$ cat src/rtl/pgi_pkg.sv
`default_nettype none
package pgi_pkg;

  localparam int PALETTE_ENTRIES_DEF = 7;
  localparam int MAX_ENTRIES = 8;
  localparam int REG_COUNT = 7;
  localparam int CFG_IDX_W = 3;
  localparam int ENTRY_W = 33;
  localparam int BP_W = 9;
  localparam int CH_W = 8;
  localparam int NUM_W = 17;
  localparam int STEP_BITS = 2;
  localparam int DIV_STAGES = CH_W / STEP_BITS;

  typedef logic [ENTRY_W-1:0] entry_t;
  typedef logic [BP_W-1:0] bp_t;
  typedef logic [2:0][CH_W-1:0] rgb_t;
  typedef logic [2:0][NUM_W-1:0] num_t;

  localparam entry_t RESET_TABLE [MAX_ENTRIES] = '{
    33'h000000000, 33'h01EFF0000, 33'h04600FF00, 33'h06E0000FF,
    33'h096FF00FF, 33'h0FFFFFFFF, 33'h100000000, 33'h000000000
  };

  function automatic bp_t bp_of(input entry_t e);
    return e[32:24];
  endfunction

  // Channel 0 is red, 1 green, 2 blue.
  function automatic rgb_t color_of(input entry_t e);
    rgb_t c;
    c[0] = e[23:16];
    c[1] = e[15:8];
    c[2] = e[7:0];
    return c;
  endfunction

endpackage
`default_nettype wire

$ cat src/rtl/pgi_if.sv
`default_nettype none
interface pgi_count_if import pgi_pkg::*; ();
  logic            valid;
  logic            ready;
  logic [BP_W-1:0] iteration_count;
  modport source (output valid, output iteration_count, input ready);
  modport sink (input valid, input iteration_count, output ready);
endinterface

interface pgi_color_if import pgi_pkg::*; ();
  logic            valid;
  logic            ready;
  logic [CH_W-1:0] red_level;
  logic [CH_W-1:0] green_level;
  logic [CH_W-1:0] blue_level;
  modport source (output valid, output red_level, output green_level, output blue_level,
                  input ready);
  modport sink (input valid, input red_level, input green_level, input blue_level,
                output ready);
endinterface

interface pgi_cfg_if import pgi_pkg::*; ();
  logic                 valid;
  logic                 ready;
  logic [CFG_IDX_W-1:0] index;
  logic [ENTRY_W-1:0]   data;
  modport source (output valid, output index, output data, input ready);
  modport sink (input valid, input index, input data, output ready);
endinterface
`default_nettype wire

$ cat src/rtl/palette_gradient_interpolator_top.sv
`default_nettype none
// Throughput: one beat per cycle unless color.ready stalls the pipeline; the
// restoring divider is cut into four stages of two quotient bits each, after
// segment select, mux and multiply.
// Reset (rst, synchronous) empties the pipeline and loads the default gradient.
module palette_gradient_interpolator_top import pgi_pkg::*; #(
  parameter int PALETTE_ENTRIES = PALETTE_ENTRIES_DEF
) (
  input wire logic  clk,
  input wire logic  rst,
  pgi_count_if.sink   pixel,
  pgi_color_if.source color,
  pgi_cfg_if.sink     cfg
);

  localparam int SEL_W = PALETTE_ENTRIES - 1;
  localparam int NSTG = 3 + DIV_STAGES;

  entry_t palette [PALETTE_ENTRIES];

  logic [NSTG-1:0] v;
  logic [NSTG:0]   adv;

  assign cfg.ready = 1'b1;

  always_ff @(posedge clk) begin
    for (int k = 0; k < PALETTE_ENTRIES; k++) begin
      if (rst) begin
        palette[k] <= RESET_TABLE[k];
      end else if (cfg.valid && cfg.index == CFG_IDX_W'(k) && k < REG_COUNT) begin
        palette[k] <= cfg.data;
      end
    end
  end

  // Each stage loads when it is empty or its successor moves on.
  always_comb begin
    adv[NSTG] = color.ready;
    for (int i = NSTG - 1; i >= 0; i--) begin
      adv[i] = !v[i] || adv[i+1];
    end
  end

  assign pixel.ready = adv[0];

  always_ff @(posedge clk) begin
    if (rst) begin
      v <= '0;
    end else begin
      if (adv[0]) begin
        v[0] <= pixel.valid;
      end
      for (int i = 1; i < NSTG; i++) begin
        if (adv[i]) begin
          v[i] <= v[i-1];
        end
      end
    end
  end

  // Stage 0: segment select by parallel compares.
  logic [SEL_W-1:0] sel_next;
  logic             below_next;
  logic [SEL_W-1:0] s0_sel;
  logic             s0_below;
  bp_t              s0_count;

  always_comb begin
    logic seen;
    seen = 1'b0;
    below_next = pixel.iteration_count < bp_of(palette[0]);
    for (int k = 0; k < SEL_W; k++) begin
      sel_next[k] = !seen && (pixel.iteration_count <= bp_of(palette[k+1]));
      seen = seen || (pixel.iteration_count <= bp_of(palette[k+1]));
    end
  end

  always_ff @(posedge clk) begin
    if (adv[0]) begin
      s0_sel <= sel_next;
      s0_below <= below_next;
      s0_count <= pixel.iteration_count;
    end
  end

  // Stage 1: pick the segment ends and form width and offset.
  rgb_t c1_next, c2_next;
  bp_t  w_next, d_next;
  rgb_t s1_c1, s1_c2;
  bp_t  s1_w, s1_d;

  always_comb begin
    bp_t lo, hi, w_raw;
    lo = '0;
    hi = '0;
    c1_next = '0;
    c2_next = '0;
    for (int k = 0; k < SEL_W; k++) begin
      if (s0_sel[k]) begin
        lo = lo | bp_of(palette[k]);
        hi = hi | bp_of(palette[k+1]);
        c1_next = c1_next | color_of(palette[k]);
        c2_next = c2_next | color_of(palette[k+1]);
      end
    end
    w_raw = hi - lo;
    w_next = w_raw;
    d_next = s0_count - lo;
    if (s0_below) begin
      c1_next = color_of(palette[0]);
      c2_next = c1_next;
      w_next = BP_W'(1);
      d_next = '0;
    end else if (s0_sel == '0) begin
      c1_next = '0;
      c2_next = '0;
      w_next = BP_W'(1);
      d_next = '0;
    end else if (w_raw == '0) begin
      c2_next = c1_next;
      w_next = BP_W'(1);
      d_next = '0;
    end
  end

  always_ff @(posedge clk) begin
    if (adv[1]) begin
      s1_c1 <= c1_next;
      s1_c2 <= c2_next;
      s1_w <= w_next;
      s1_d <= d_next;
    end
  end

  // Stage 2: numerators c1*(w-d) + c2*d.
  num_t num_next;
  num_t dv_rem [DIV_STAGES+1];
  rgb_t dv_q [DIV_STAGES+1];
  bp_t  dv_w [DIV_STAGES+1];

  always_comb begin
    for (int j = 0; j < 3; j++) begin
      num_next[j] = NUM_W'(s1_c1[j]) * NUM_W'(s1_w - s1_d)
                  + NUM_W'(s1_c2[j]) * NUM_W'(s1_d);
    end
  end

  always_ff @(posedge clk) begin
    if (adv[2]) begin
      dv_rem[0] <= num_next;
      dv_q[0] <= '0;
      dv_w[0] <= s1_w;
    end
  end

  // Stages 3 and up: restoring division, two quotient bits per stage.
  for (genvar s = 0; s < DIV_STAGES; s++) begin : g_div
    num_t rem_o;
    logic [2:0][STEP_BITS-1:0] q_o;

    for (genvar j = 0; j < 3; j++) begin : g_ch
      pgi_div_step #(
        .HI_BIT(CH_W - 1 - STEP_BITS * s)
      ) u_step (
        .rem_i(dv_rem[s][j]),
        .w    (dv_w[s]),
        .rem_o(rem_o[j]),
        .q_o  (q_o[j])
      );
    end

    always_ff @(posedge clk) begin
      if (adv[3+s]) begin
        dv_rem[s+1] <= rem_o;
        dv_w[s+1] <= dv_w[s];
        for (int j = 0; j < 3; j++) begin
          dv_q[s+1][j] <= {dv_q[s][j][CH_W-STEP_BITS-1:0], q_o[j]};
        end
      end
    end
  end

  assign color.valid = v[NSTG-1];
  assign color.red_level = dv_q[DIV_STAGES][0];
  assign color.green_level = dv_q[DIV_STAGES][1];
  assign color.blue_level = dv_q[DIV_STAGES][2];

  a_sel_onehot: assert property (@(posedge clk) disable iff (rst)
    v[0] |-> $onehot0(s0_sel))
    else $error("segment select is not one-hot");

  a_num_range: assert property (@(posedge clk) disable iff (rst)
    v[2] |-> (dv_rem[0][0][NUM_W-1:CH_W] < dv_w[0] && dv_rem[0][1][NUM_W-1:CH_W] < dv_w[0]
              && dv_rem[0][2][NUM_W-1:CH_W] < dv_w[0]))
    else $error("numerator overflows the quotient width");

  a_rem_final: assert property (@(posedge clk) disable iff (rst)
    v[NSTG-1] |-> (dv_rem[DIV_STAGES][0] < NUM_W'(dv_w[DIV_STAGES])
                   && dv_rem[DIV_STAGES][1] < NUM_W'(dv_w[DIV_STAGES])
                   && dv_rem[DIV_STAGES][2] < NUM_W'(dv_w[DIV_STAGES])))
    else $error("division remainder not below divisor");

  a_stall_full: assert property (@(posedge clk) disable iff (rst)
    !pixel.ready |-> (color.valid && !color.ready))
    else $error("input stalled while output is free");

endmodule
`default_nettype wire

$ cat src/rtl/pgi_div_step.sv
`default_nettype none
module pgi_div_step import pgi_pkg::*; #(
  parameter int HI_BIT = 7
) (
  input  wire logic [NUM_W-1:0]     rem_i,
  input  wire logic [BP_W-1:0]      w,
  output logic      [NUM_W-1:0]     rem_o,
  output logic      [STEP_BITS-1:0] q_o
);

  logic [NUM_W-1:0] rem;
  logic [NUM_W-1:0] dsub;

  always_comb begin
    rem = rem_i;
    dsub = '0;
    q_o = '0;
    for (int b = 0; b < STEP_BITS; b++) begin
      dsub = NUM_W'(w) << (HI_BIT - b);
      if (rem >= dsub) begin
        rem = rem - dsub;
        q_o[STEP_BITS-1-b] = 1'b1;
      end
    end
    rem_o = rem;
  end

endmodule
`default_nettype wire

$ cat src/flat_wrapper.sv
// flat-port wrapper written by rule: the top's interface ports become plain ports
module palette_gradient_interpolator_top_flat import pgi_pkg::*;
#(
  parameter int PALETTE_ENTRIES = PALETTE_ENTRIES_DEF
)
  (clk, rst, pixel_valid, pixel_iteration_count, pixel_ready, color_valid, color_red_level, color_green_level, color_blue_level, color_ready, cfg_valid, cfg_index, cfg_data, cfg_ready);
  pgi_count_if pixel_i ();
  pgi_color_if color_i ();
  pgi_cfg_if cfg_i ();
  input wire logic clk;
  input wire logic rst;
  input wire logic [$bits(pixel_i.valid)-1:0] pixel_valid;
  input wire logic [$bits(pixel_i.iteration_count)-1:0] pixel_iteration_count;
  output wire logic [$bits(pixel_i.ready)-1:0] pixel_ready;
  output wire logic [$bits(color_i.valid)-1:0] color_valid;
  output wire logic [$bits(color_i.red_level)-1:0] color_red_level;
  output wire logic [$bits(color_i.green_level)-1:0] color_green_level;
  output wire logic [$bits(color_i.blue_level)-1:0] color_blue_level;
  input wire logic [$bits(color_i.ready)-1:0] color_ready;
  input wire logic [$bits(cfg_i.valid)-1:0] cfg_valid;
  input wire logic [$bits(cfg_i.index)-1:0] cfg_index;
  input wire logic [$bits(cfg_i.data)-1:0] cfg_data;
  output wire logic [$bits(cfg_i.ready)-1:0] cfg_ready;
  assign pixel_i.valid = pixel_valid;
  assign pixel_i.iteration_count = pixel_iteration_count;
  assign pixel_ready = pixel_i.ready;
  assign color_valid = color_i.valid;
  assign color_red_level = color_i.red_level;
  assign color_green_level = color_i.green_level;
  assign color_blue_level = color_i.blue_level;
  assign color_i.ready = color_ready;
  assign cfg_i.valid = cfg_valid;
  assign cfg_i.index = cfg_index;
  assign cfg_i.data = cfg_data;
  assign cfg_ready = cfg_i.ready;
  palette_gradient_interpolator_top #(.PALETTE_ENTRIES(PALETTE_ENTRIES)) u_core (.clk(clk), .rst(rst), .pixel(pixel_i), .color(color_i), .cfg(cfg_i));
endmodule
$ cat config.mk
export PLATFORM = sky130hd
export DESIGN_NAME = palette_gradient_interpolator_top_flat
export DESIGN_NICKNAME = d
export VERILOG_FILES = /design/src/rtl/pgi_pkg.sv /design/src/rtl/pgi_if.sv /design/src/rtl/palette_gradient_interpolator_top.sv /design/src/rtl/pgi_div_step.sv /design/src/flat_wrapper.sv
export SDC_FILE = /design/constraint.sdc
export NUM_CORES = 2
export LEC_CHECK = 0
export BUFFER_PORTS_ARGS = -buffer_cell sky130_fd_sc_hd__buf_2
export CAP_MARGIN = 25
export CORE_UTILIZATION = 53
export CTS_CLUSTER_SIZE = 20
export DETAILED_ROUTE_END_ITERATION = 16
export GPL_TIMING_DRIVEN = 0
export HOLD_SLACK_MARGIN = 0.02
export PLACE_DENSITY_LB_ADDON = 0.12
export SLEW_MARGIN = 0
export SYNTH_ARGS = -nofsm -noshare
export SYNTH_HDL_FRONTEND = slang
export SYNTH_SLANG_ARGS = --single-unit
export TNS_END_PERCENT = 1
$ cat constraint.sdc
create_clock -name clk -period 9.07 [get_ports clk]
set_clock_uncertainty 0.1 [all_clocks]
set_input_delay 0.907 -clock clk [delete_from_list [all_inputs] [get_ports clk]]
set_output_delay 0.907 -clock clk [all_outputs]
set_load 0.01 [all_outputs]
==> flow_summary_export.csv <==
group,metric,value,unit
outcome,status,"finished, final reports clean",
worst_setup_path,critical_path_class,"register to register",
job,maxCapViolCount,0,
synthesis,yosys_most_used_dff,"edfxtp_1",
detailed_routing,initialDrtViolationCount,2839,
floorplanning,fp.dieW,321,um
cells_and_area,multi_input_area,32100,um2
cells_and_area,seq_area,18500,um2
cts,clock_latency,0.66,ns
cts,cts_max_level,3,
min_path,holdPathStages,0,
place,dp_cells,6729,
cts,cts_buffers,73,
worst_setup_path,reg2reg_to,"u_core.dv_rem[0][33]",
grt,grt_max_degree,73,
cells_and_area,final_util,58.7,%
synthesis,ys.warnings.count,0,
min_path,hold_path_class,"register to register",
worst_setup_path,critPathMostFrequentCell,"fa_1",
worst_setup_path,cp_max_fo,10,
grt,top_usage_layer,"met2",
place,place_area,56400,um2
grt,grt_pass1_vias,39600,
cts,cts_buffer_depth,3,
grt,use_met3,3.38,%
cts,root_buffer,"clkbuf_16",
floorplanning,io_pins,77,
worst_setup_path,cp_num_buf_inv,6,
grt,track_usage,29.1,%
detailed_routing,ant_nets,0,
synthesis,ys_ff_latch,620,
worst_setup_path,critPathLaunchType,"register",
cells_and_area,instances_no_fill,6870,
sta,drv_slew,0,
worst_setup_path,reg2reg_from,"u_core.s1_d[2]",
grt,grt_overflow,0,
worst_setup_path,reg2regPathDepth,28,
cells_and_area,area_growth,9.40,%
sta,finalCritPeriodShare,97.0,%
worst_setup_path,arrival,9.16,ns
floorplanning,die_h,321,um
cts,cts_tree,"built",
cts,clk_pin_slew,0.06,ns
min_path,min_to,"u_core.dv_q[3][13]",
detailed_routing,vias,39400,
grt,grt_first_pass_wirelength,228000,um
detailed_routing,drtPass1Iterations,8,
floorplanning,start_util,53.7,%
place,hpwl,117000,um
worst_setup_path,max_stage_delay,0.63,ns
grt,grt_use_met1,33.1,%
synthesis,async_flop_share,0,%
sta,rsz0062_at_grt,"yes",
sta,period_minus_slack,8.80,ns
worst_setup_path,r2r_slack,0.27,ns
synthesis,yosysUniqueCellTypes,96,
synthesis,yosysSeqAreaShare,34.3,%
cells_and_area,final_area,59100,um2
detailed_routing,via_per_inst,5.74,
floorplanning,core-area,101000,um2
sta,finalSetupViolCount,0,
place,port_buffers,72,
detailed_routing,wl_per_cell,21.6,um
sta,slew_headroom,16.5,%
cts,clock-sinks,620,
detailed_routing,routed_wl,149000,um
cells_and_area,drive_above_1_share,6.86,%
grt,grt_antenna_before_repair,3,
grt,use_met2,52.6,%
synthesis,synthCells,5285,
worst_setup_path,cp_slowest_cell,"edfxtp_1",
detailed_routing,drc,0,
cells_and_area,nets,6383,
floorplanning,dieArea,103000,um2
worst_setup_path,crit_family,"adder cells",
place,place.gp.congestion,0.936,
sta,tightest_slew,1.24,ns
sta,hold_viol,0,
synthesis,avgSynthCellArea,10.2,um2
synthesis,syn_nets,6214,
min_path,hp-start,"u_core.dv_q[2][11]",
synthesis,synth_area,54000,um2
cells_and_area,fillCellCount,8651,
sta,fmax,114,MHz
worst_setup_path,endpoint_kind,"register",
synthesis,synth-edff-count,613,
floorplanning,rows,116,
worst_setup_path,required,9.43,ns
[flip-flops by register name, indices dropped and copies added (netlist names), 24 cells and up]
name	flops
u_core.s1_c1	24
u_core.dv_rem	204
u_core.palette	231
u_core.dv_q	60
u_core.dv_w	36
u_core.s1_c2	24
[cells in the final DEF, fill, tap and decap left out, drive strengths merged, types with 62 or more instances in the layout]
cell type	n
inv	749
edfxtp	613
ha	467
and2	418
fa	412
nand2	382
a21oi	243
clkbuf	223
o21ai	213
nor2	206
xnor2	158
buf	133
a22oi	122
nor2b	112
nand2b	105
a21o	79
mux2	78
nor3	71
xor2	65
or3	62
[area by class of cell]
cell class / instances / area share, %
multi-input cells: 3751 / 54.3
flip-flops and latches: 620 / 31.4
inverters: 739 / 4.70
clock buffers: 87 / 3.29
well taps: 1357 / 2.87
repair buffers: 94 / 1.23
plain buffers: 175 / 1.22
clock inverters: 46 / 0.987
diodes: 1 / 0.00424
[logic make-up (layout without fill, tap and decap cells)]
group / Yosys count / in the layout / share of synthesized area [%]
AND/OR/NAND/NOR: 1578 / 1578 / 15.6
AO/OA/AOI/OAI: 969 / 969 / 11.8
buffers and inverters: 914 / 1141 / 6.44
adder cells (fa/ha/maj): 879 / 879 / 26.1
flip-flops: 620 / 620 / 34.3
XOR/XNOR: 223 / 223 / 3.62
multiplexers: 101 / 101 / 2.05
other: 1 / 2 / 0.00694
[routing by layer]
layer	up-vias	part of all wire, %
li1	18600	-
met1	19100	38
met2	1327	51
met3	405	5.0
met4	0	6.4
met5	-	0
[timing repair]
| action | in CTS | in global routing |
|---|---|---|
| buffers inserted | 0 | 5 |
| resized for setup | 14 | 14 |
| pin swaps | 0 | 1 |
| hold buffers | 0 | 0 |
| setup endpoints to repair | 11 | 5 |
[worst reg2reg max path: cells and delay by family (launching register included)]
family | cells | cell delay (ns)
flops | 1 | 0.63
fa+ha+maj | 8 | 3.70
xor+xnor | 2 | 0.78
buf+inv | 6 | 1.12
simple gates | 5 | 0.54
compound gates | 7 | 1.74
[cells in the mapped netlist (21+ instances only)]
cell type,instances,share of area (%)
a21o_1,79,1.1
o21a_1,54,0.75
nor3_1,70,0.65
mux2_2,78,1.6
xor2_1,65,1.1
fa_1,412,15
nor2_1,206,1.4
nor2b_1,112,1.3
a22oi_1,122,1.7
or3_1,61,0.71
nor4_1,22,0.25
nand2b_1,105,1.2
clkbuf_1,135,0.94
a222oi_1,26,0.48
mux2i_1,23,0.43
o31a_1,21,0.34
o21ai_0,209,1.9
xnor2_1,158,2.6
buf_1,21,0.15
a211oi_1,25,0.35
a21oi_1,241,2.2
a221oi_1,32,0.52
and4_1,24,0.39
ha_1,467,11
nand4_1,41,0.47
nand2_1,382,2.7
and2_1,417,4.8
edfxtp_1,613,34
inv_1,736,5.1
nand3_1,45,0.42
[metrics by stage]
step           worst slack, ns  hold WS [ns]  setup TNS, ns
2_1_floorplan             1.51         0.300              0
3_3_place_gp            -0.561         0.303          -2.59
3_5_place_dp            -0.586         0.305          -2.87
4_1_cts                 0.0929         0.318              0
5_1_grt                -0.0365         0.324        -0.0522
6_report                 0.268         0.314              0
[worst max-delay path by stage]
stage                   start                   end  slack [ns]  depth (start not counted)
6_report       u_core.s1_d[2]  u_core.dv_rem[0][33]        0.27                         28
5_1_grt        u_core.s1_d[2]  u_core.dv_rem[0][33]       -0.04                         28
4_1_cts        u_core.s1_d[3]  u_core.dv_rem[0][33]        0.09                         27
3_5_place_dp   u_core.s1_d[1]  u_core.dv_rem[0][33]       -0.59                         28
3_3_place_gp   u_core.s1_d[2]  u_core.dv_rem[0][33]       -0.56                         28
2_1_floorplan  u_core.s1_d[1]  u_core.dv_rem[0][33]        1.51                         28
Power is left out: the tool's default activity adds up to more than one toggle a clock period on the data nets, which glitch-free logic cannot reach.
